--- config.mk ---
export PLATFORM = sky130hd
export DESIGN_NAME = lru_cache_set_with_dirty
export DESIGN_NICKNAME = d
export VERILOG_FILES = /design/src/design/lcsd_pkg.sv /design/src/design/lru_cache_set_with_dirty.sv /design/src/design/lcsd_cell.sv
export SDC_FILE = /design/constraint.sdc
export NUM_CORES = 1
export LEC_CHECK = 0
export ABC_AREA = 1
export ABC_CLOCK_PERIOD_IN_PS = 6100
export BUFFER_PORTS_ARGS = -buffer_cell sky130_fd_sc_hd__buf_2
export CORE_MARGIN = 1.5
export CORE_UTILIZATION = 30
export DETAILED_ROUTE_END_ITERATION = 12
export MAX_ROUTING_LAYER = met4
export PLACE_DENSITY = 0.45
export SETUP_SLACK_MARGIN = 0.4
export SKIP_CTS_REPAIR_TIMING = 1
export SLEW_MARGIN = 20
export SYNTH_ARGS = -nofsm -noshare
export SYNTH_HDL_FRONTEND = slang
export SYNTH_HIERARCHICAL = 1
export SYNTH_SLANG_ARGS = --single-unit
export TNS_END_PERCENT = 10
--- constraint.sdc ---
create_clock -name aclk -period 6.1 [get_ports aclk]
set_clock_uncertainty 0.15 [all_clocks]
set_input_delay 1.525 -clock aclk [delete_from_list [all_inputs] [get_ports aclk]]
set_output_delay 1.525 -clock aclk [all_outputs]
set_load 0.01 [all_outputs]
--- src/design/lcsd_pkg.sv ---
// Package for the LRU cache set: sizes, field widths, the per-cell
// operation code and the structs passed between the top level and the cells.
// Depends on nothing.
`timescale 1ns / 1ps
`default_nettype none

package lcsd_pkg;

    // Set geometry
    localparam int WAYS     = 8;
    localparam int TAG_W    = 20;
    localparam int CFG_W    = 4;
    localparam int OCC_W    = 4;
    localparam int CNT_W    = $clog2(WAYS + 1);
    localparam int RANK_W   = (WAYS > 1) ? $clog2(WAYS) : 1;
    localparam int CMP_W    = (CNT_W > CFG_W) ? CNT_W : CFG_W;
    localparam int S_DATA_W = ((TAG_W + 7) / 8) * 8;
    localparam int M_DATA_W = ((OCC_W + 7) / 8) * 8;
    localparam int M_USER_W = 4;

    localparam logic [CFG_W-1:0] WAYS_IN_USE_RESET = CFG_W'(8);

    // Update applied to every cell once the lookup has resolved
    typedef enum logic [1:0] {
        OP_NONE  = 2'd0,
        OP_HIT   = 2'd1,
        OP_FILL  = 2'd2,
        OP_EVICT = 2'd3
    } cell_op_t;

    // Lookup request broadcast to all cells
    typedef struct packed {
        logic [TAG_W-1:0] tag;
        logic [CNT_W-1:0] count;
    } cell_req_t;

    // Update command broadcast to all cells
    typedef struct packed {
        cell_op_t          op;
        logic              wr;
        logic [RANK_W-1:0] hit_rank;
        logic [RANK_W-1:0] new_rank;
    } cell_upd_t;

    // Priority chain handed from cell to cell
    typedef struct packed {
        logic              found;
        logic [RANK_W-1:0] hit_rank;
        logic              ev_found;
        logic              ev_dirty;
    } cell_chain_t;

endpackage

`default_nettype wire

--- src/design/lru_cache_set_with_dirty.sv ---
// LRU cache set with dirty marks: top level.
// Holds the line count, the way limit register and the result register,
// and drives a row of lcsd_cell instances. Depends on lcsd_pkg, lcsd_cell.
//
// Usage:
//   s_ channel: one access per item, s_tdata[19:0] = tag, s_tuser[0] = is_write.
//   m_ channel: one result per access, m_tdata[3:0] = occupancy,
//     m_tuser[0] = hit, [1] = was_most_recent, [2] = evicted,
//     [3] = evicted_dirty.
//   cfg channel: cfg_data[3:0] = ways_in_use, always ready; write only
//     while no access is outstanding.
// The result is registered in the output register in the cycle after the
// access is taken. Throughput: one access per cycle unless the receiver stalls;
// all ways compare at once and the hit and victim choice ripple along the row
// of cells in the same cycle, so the state is up to date for the next access.
// Reset (aresetn low, synchronous) empties the set, clears the result valid flag
// and sets ways_in_use to 8. Line storage is not cleared; ways at or above
// the line count are never read.
// When the receiver stalls, the result holds and s_tready stays low until
// the result is taken; s_tready is high again in the cycle it is taken.
`timescale 1ns / 1ps
`default_nettype none

module lru_cache_set_with_dirty
    import lcsd_pkg::*;
(
    input  wire logic                aclk,
    input  wire logic                aresetn,
    // access items
    input  wire logic                s_tvalid,
    output logic                     s_tready,
    input  wire logic [S_DATA_W-1:0] s_tdata,  // [19:0] tag, rest zero
    input  wire logic                s_tuser,  // [0] is_write
    // result items
    output logic                     m_tvalid,
    input  wire logic                m_tready,
    output logic [M_DATA_W-1:0]      m_tdata,  // [3:0] occupancy, rest zero
    output logic [M_USER_W-1:0]      m_tuser,  // [0] hit, [1] was_most_recent,
                                               // [2] evicted, [3] evicted_dirty
    // way limit register
    input  wire logic                cfg_valid,
    output logic                     cfg_ready,
    input  wire logic [CFG_W-1:0]    cfg_data
);

    logic [CFG_W-1:0]    ways_in_use_reg;
    logic [CNT_W-1:0]    count_reg,   count_next;
    logic                m_valid_reg, m_valid_next;
    logic [OCC_W-1:0]    occ_reg,     occ_next;
    logic [M_USER_W-1:0] flags_reg,   flags_next;

    logic                accept;
    logic [CMP_W-1:0]    limit;
    logic                is_hit;
    logic                is_mru;
    logic                do_fill;
    cell_req_t           req;
    cell_upd_t           upd;
    cell_chain_t         chain [WAYS+1];

    assign cfg_ready = 1'b1;
    assign s_tready  = !m_valid_reg || m_tready;
    assign accept    = s_tvalid && s_tready;

    // Effective way limit: zero acts as one, saturate at the way count
    always_comb begin
        if (ways_in_use_reg == '0) begin
            limit = CMP_W'(1);
        end else if (CMP_W'(ways_in_use_reg) > CMP_W'(WAYS)) begin
            limit = CMP_W'(WAYS);
        end else begin
            limit = CMP_W'(ways_in_use_reg);
        end
    end

    // Lookup request
    always_comb begin
        req.tag   = s_tdata[TAG_W-1:0];
        req.count = count_reg;
    end

    // Row of cells
    assign chain[0] = '0;

    for (genvar i = 0; i < WAYS; i++) begin : g_cell
        lcsd_cell u_cell (
            .aclk      (aclk),
            .cell_idx  (CNT_W'(i)),
            .req       (req),
            .upd       (upd),
            .chain_in  (chain[i]),
            .chain_out (chain[i+1])
        );
    end

    // Decide the update once the chain has resolved
    always_comb begin
        is_hit  = chain[WAYS].found;
        is_mru  = is_hit && ((CNT_W'(chain[WAYS].hit_rank) + CNT_W'(1)) == count_reg);
        do_fill = !is_hit && (CMP_W'(count_reg) < limit);

        upd.wr       = s_tuser;
        upd.hit_rank = chain[WAYS].hit_rank;
        upd.new_rank = do_fill ? RANK_W'(count_reg) : RANK_W'(count_reg - CNT_W'(1));
        if (!accept) begin
            upd.op = OP_NONE;
        end else if (is_hit) begin
            upd.op = OP_HIT;
        end else if (do_fill) begin
            upd.op = OP_FILL;
        end else begin
            upd.op = OP_EVICT;
        end
    end

    // Count and result register
    always_comb begin
        count_next   = count_reg;
        m_valid_next = m_valid_reg;
        occ_next     = occ_reg;
        flags_next   = flags_reg;
        if (m_valid_reg && m_tready) begin
            m_valid_next = 1'b0;
        end
        if (accept) begin
            if (upd.op == OP_FILL) begin
                count_next = count_reg + CNT_W'(1);
            end
            m_valid_next  = 1'b1;
            occ_next      = OCC_W'(count_next);
            flags_next[0] = is_hit;
            flags_next[1] = is_mru;
            flags_next[2] = (upd.op == OP_EVICT);
            flags_next[3] = (upd.op == OP_EVICT) && chain[WAYS].ev_dirty;
        end
    end

    // Control state
    always_ff @(posedge aclk) begin
        if (!aresetn) begin
            count_reg       <= '0;
            m_valid_reg     <= 1'b0;
            ways_in_use_reg <= WAYS_IN_USE_RESET;
        end else begin
            count_reg   <= count_next;
            m_valid_reg <= m_valid_next;
            if (cfg_valid && cfg_ready) begin
                ways_in_use_reg <= cfg_data;
            end
        end
    end

    // Result payload
    always_ff @(posedge aclk) begin
        occ_reg   <= occ_next;
        flags_reg <= flags_next;
    end

    assign m_tvalid = m_valid_reg;
    assign m_tdata  = M_DATA_W'(occ_reg);
    assign m_tuser  = flags_reg;

endmodule

`default_nettype wire

--- src/design/lcsd_cell.sv ---
// One way of the set: tag, dirty mark and recency rank, with the local
// compare and the link in the hit / victim priority chain.
// Depends on lcsd_pkg.
`timescale 1ns / 1ps
`default_nettype none

module lcsd_cell
    import lcsd_pkg::*;
(
    input  wire logic             aclk,
    input  wire logic [CNT_W-1:0] cell_idx,
    input  wire cell_req_t        req,
    input  wire cell_upd_t        upd,
    input  wire cell_chain_t      chain_in,
    output cell_chain_t           chain_out
);

    logic [TAG_W-1:0]  tag_reg,   tag_next;
    logic              dirty_reg, dirty_next;
    logic [RANK_W-1:0] rank_reg,  rank_next;

    logic way_valid;
    logic match;
    logic rank_zero;
    logic sel_hit;
    logic sel_ev;

    // Lookup and chain link; the first matching way wins
    always_comb begin
        way_valid = (cell_idx < req.count);
        match     = way_valid && (tag_reg == req.tag);
        rank_zero = way_valid && (rank_reg == '0);
        sel_hit   = match && !chain_in.found;
        sel_ev    = rank_zero && !chain_in.ev_found;

        chain_out.found    = chain_in.found || match;
        chain_out.hit_rank = sel_hit ? rank_reg : chain_in.hit_rank;
        chain_out.ev_found = chain_in.ev_found || rank_zero;
        chain_out.ev_dirty = sel_ev ? dirty_reg : chain_in.ev_dirty;
    end

    // State update
    always_comb begin
        tag_next   = tag_reg;
        dirty_next = dirty_reg;
        rank_next  = rank_reg;
        case (upd.op)
            OP_HIT: begin
                if (way_valid && (rank_reg > upd.hit_rank)) begin
                    rank_next = rank_reg - RANK_W'(1);
                end
                if (sel_hit) begin
                    rank_next  = upd.new_rank;
                    dirty_next = dirty_reg | upd.wr;
                end
            end
            OP_FILL: begin
                if (cell_idx == req.count) begin
                    tag_next   = req.tag;
                    dirty_next = upd.wr;
                    rank_next  = upd.new_rank;
                end
            end
            OP_EVICT: begin
                if (way_valid && (rank_reg != '0)) begin
                    rank_next = rank_reg - RANK_W'(1);
                end
                if (sel_ev) begin
                    tag_next   = req.tag;
                    dirty_next = upd.wr;
                    rank_next  = upd.new_rank;
                end
            end
            default: begin
            end
        endcase
    end

    // Line storage, payload only
    always_ff @(posedge aclk) begin
        tag_reg   <= tag_next;
        dirty_reg <= dirty_next;
        rank_reg  <= rank_next;
    end

endmodule

`default_nettype wire

### After elaboration in Yosys (flattened, before gate mapping)

Index checks and enable logic that the tools add are counted.

* flip-flop bits (word level): 209
* output and inout port bits: 15

* add/subtract/negate cells: 11
* equal/unequal tests: 59
* reductions and logical operators: 126
* bitwise gates (word level): 8
* $lt $le $gt $ge: 18
* mux-type cells: 129

Operators with widths (number)
* 20-bit 2-to-1 mux: 16
* 20-bit case mux with 2 select lines: 8
* 20-bit equality test: 8
* 3-bit 2-to-1 mux: 49
* 3-bit case mux with 3 select lines: 8
* 4-bit AND reduction: 16
* 1-bit logical AND: 51
* 2-bit by 1-bit inequality test with 1-bit output, second input constant: 24
* 3-bit by 1-bit inequality test with 1-bit output, second input constant: 16
* 1-bit 2-to-1 mux: 35
* 3-bit nonzero test: 9
* 3-bit by 1-bit subtractor with 3-bit output, second input constant: 9
* 3-bit greater-than comparator: 8
* 3-bit zero test: 8
* 1-bit case mux with 3 select lines: 8
* 3-bit AND reduction: 8
* 3-bit by 4-bit equality test with 1-bit output, first input constant: 4
* 1-bit zero test: 16
* 3-bit by 4-bit less-than comparator with 1-bit output, first input constant: 4
* 1-bit logical OR: 14
* 4-bit 2-to-1 mux: 3
* 2-bit by 4-bit equality test with 1-bit output, first input constant: 2
* 4-bit zero test: 2
* 1-bit by 4-bit less-than comparator with 1-bit output, first input constant: 2
* 12 further kinds: 23

### Logic depth before layout (Yosys ltp)

* depth in word-level cells: 17
* depth in mapped cells: 37
* gate-level depth less buffers: 37

### Cells and area by module

The synthesis kept the hierarchy.

By module, submodules not included
* lcsd_cell: instances 8, area each 1773.0 um^2, cells each 248
* lru_cache_set_with_dirty: instances 1, area each 1001.0 um^2, cells each 113

### Worst setup path before layout

No wires, ideal clock.

* kind: input-to-reg
* from: input s_tdata[16]
* to: register g_cell[0].u_cell.tag_reg[0], enable pin
* path slack: -123 ps
* buffers on the path: 0
* cell stages on the path: 30
* data arrival time: 5676 ps
* setup time: 397 ps
* path through: xor2_1 > nor2_1 > nand2_1 > nor2_4 > nand2_1 > nand2_1 > inv_1 > nand2_1 > inv_1 > nand2_1 > inv_1 > nand2_1 > inv_1 > nand2_1 > inv_1 > nand2_1 > inv_1 > nand2_1 > inv_1 > nand2_1 > inv_1 > nand2_1 > inv_8 > nand2_4 > inv_2 > nor2_1 > nand2_1 > inv_1 > nor2_1 > nor2_1

RTL lines
* start, declared: RTL line lru_cache_set_with_dirty.sv:32 `input wire logic [S_DATA_W-1:0] s_tdata,`
* end signal, assigned: RTL line lcsd_cell.sv:81 `tag_reg <= tag_next;`
* end, declared: RTL line lcsd_cell.sv:18 `logic [TAG_W-1:0] tag_reg, tag_next;`

==> results.yml <==
die:
  chipWidth_um: 227.9
  start_util_pct: 30.31
  rows: 82
  die-area_um2: 51950
  pin_count: 49
  fp.coreArea_um2: 50070
  die_h_um: 227.9
cells_and_area:
  drive_above_1_share_pct: 11.85
  multi_input_area_um2: 7268
  largest_reg_flops: 160
  n_fill_cell: 5296
  postLayoutCoreUtil_pct: 35.57
  nNetsFinal: 2371
  seq_area_um2: 6186
  syn_to_final_growth_pct: 17.34
detailed_routing:
  via_per_inst: 4.179
  routedWlPerCell_um: 12.73
  num_vias: 12340
  ant_nets: 0
  routed_wl_um: 37580
  drc: 0
  drt_iter0_drc: 601
  drtPass1Iterations: 5
setup_path:
  crit_fanout: 9
  critPathLaunchType: "input pin"
  critPathKind: "in2reg"
  required_ps: 6280
  slowest_stage: "ha_1"
  crit_cells: 34
  worstSetupEndpointType: "flip-flop"
  crit_family: "buffers and inverters"
  crit_top_cell: "nand2_1"
  reg2regPathDepth: 35
  path_buf_inv: 11
  cp_data_arrival_time_ps: 5480
  critPathMaxStageDelay_ps: 320
logic_synthesis:
  syn_avg_cell_area_um2: 7.241
  syn_area_um2: 15180
  netlist_instances: 2096
  synth_warnings: 6
run:
  cap_violations: 0
sta:
  min_period_ps: 5295
  clock.fmax_mhz: 188.9
  period_share_pct: 86.80
  slew_viol_final: 0
  tns_ps: 0
  finalHoldViolCount: 0
  timing.final.ws_setup_ps: 805.2
  setup_viol: 0
  rsz0062_at_grt: "false"
cts:
  cts.sinks: 209
  clk_path_buf_depth: 3
  cts_tree: "built"
  clk_latency_ps: 580
  root_buffer: "clkbuf_16"
  clk_pin_slew_ps: 60
  htree_levels: 1
  cts-buffers-inserted: 28
run_status:
  outcome: "complete, no violations"
pwr:
  cellPowerDensity_nw_per_um2: 219.7
  vdd_drop_max_mv: 0.1825
  power.total_mw: 3.912
  leakagePower_nw: 9.376
grt:
  grt_max_degree: 34
  grtUsageTotal_pct: 15.25
  antenna_found_initial: 2
  grt_pass1_wl_um: 61440
  grt-ovfl-total: 0
  first_global_vias: 11870
hold_path:
  min_path_type: "reg2reg"
  hold_path_depth: 2
placement:
  gp_congestion: 0.8280
  post-place-ws_ps: -123.7
  hpwl_um: 27600
  io_buffers: 39
power breakdown:
part	total [mW]	switching, mW	internal [mW]	leakage (nW)
Sequential	1.67	0.0297	1.64	1.90
Clock	1.59	0.670	0.923	0.420
Combinational	0.646	0.425	0.221	7.05
Total	3.91	1.12	2.79	9.38
worst min-delay path: stages, from the launching register on:
cell	delay, ps
dfxtp_1	290
inv_1	80
a21oi_1	70
area by class of cell:
type,count,share of cell area (%)
Tap cell,672,4.721
Multi-Input combinational cell,1425,40.81
Antenna cell,1,0.01405
Clock inverter,18,0.9204
Timing Repair Buffer,98,4.258
Inverter,497,10.52
Sequential cell,209,34.74
Clock buffer,32,4.019
metal layers:
metal	vias to the layer above	share of wire, %	global-route usage (%)
li1	6649	-	-
met1	5516	48	19.69
met2	118	46	24.74
met3	52	2.7	2.025
met4	0	3.1	4.863
met5	-	0	-
stage by stage:
step                      cell area (um^2)  std cells  hold WS [ps]
final                                17810       2952         343.6
after floorplan                      15340       2137         296.2
after global placement               16900       2901         330.5
after CTS                            17780       2951         345.6
after detailed placement             16900       2901         333.8
after global routing                 17810       2952         396.6
cell usage in the layout, fill, tap and decap left out, types with 9 or more instances in the layout:
cell         n
a21oi_1     23
nand3_1     51
clkbuf_16   28
conb_1      43
nand2_1    776
nand2_4     19
nor2_2      28
o21bai_1    16
nor2_4      16
buf_12       9
buf_2       39
ha_1        78
nor2_1     183
buf_4       48
inv_2       19
xor2_1      45
inv_1      477
dfxtp_1      9
o21ai_0     56
a21oi_2     16
edfxtp_1   200
nand2_2     12
nand4_1     12
worst paths after layout:
check / startpoint / to / slack [ps]
max: s_tdata[5] / g_cell[4].u_cell/rank_reg[0] / 810
max reg2reg: count_reg[2] / g_cell[4].u_cell/rank_reg[0] / 1060
min reg2reg: ways_in_use_reg[0] / ways_in_use_reg[0] / 340
min: ways_in_use_reg[0] / ways_in_use_reg[0] / 340
Power figures use the tool's default switching activity.
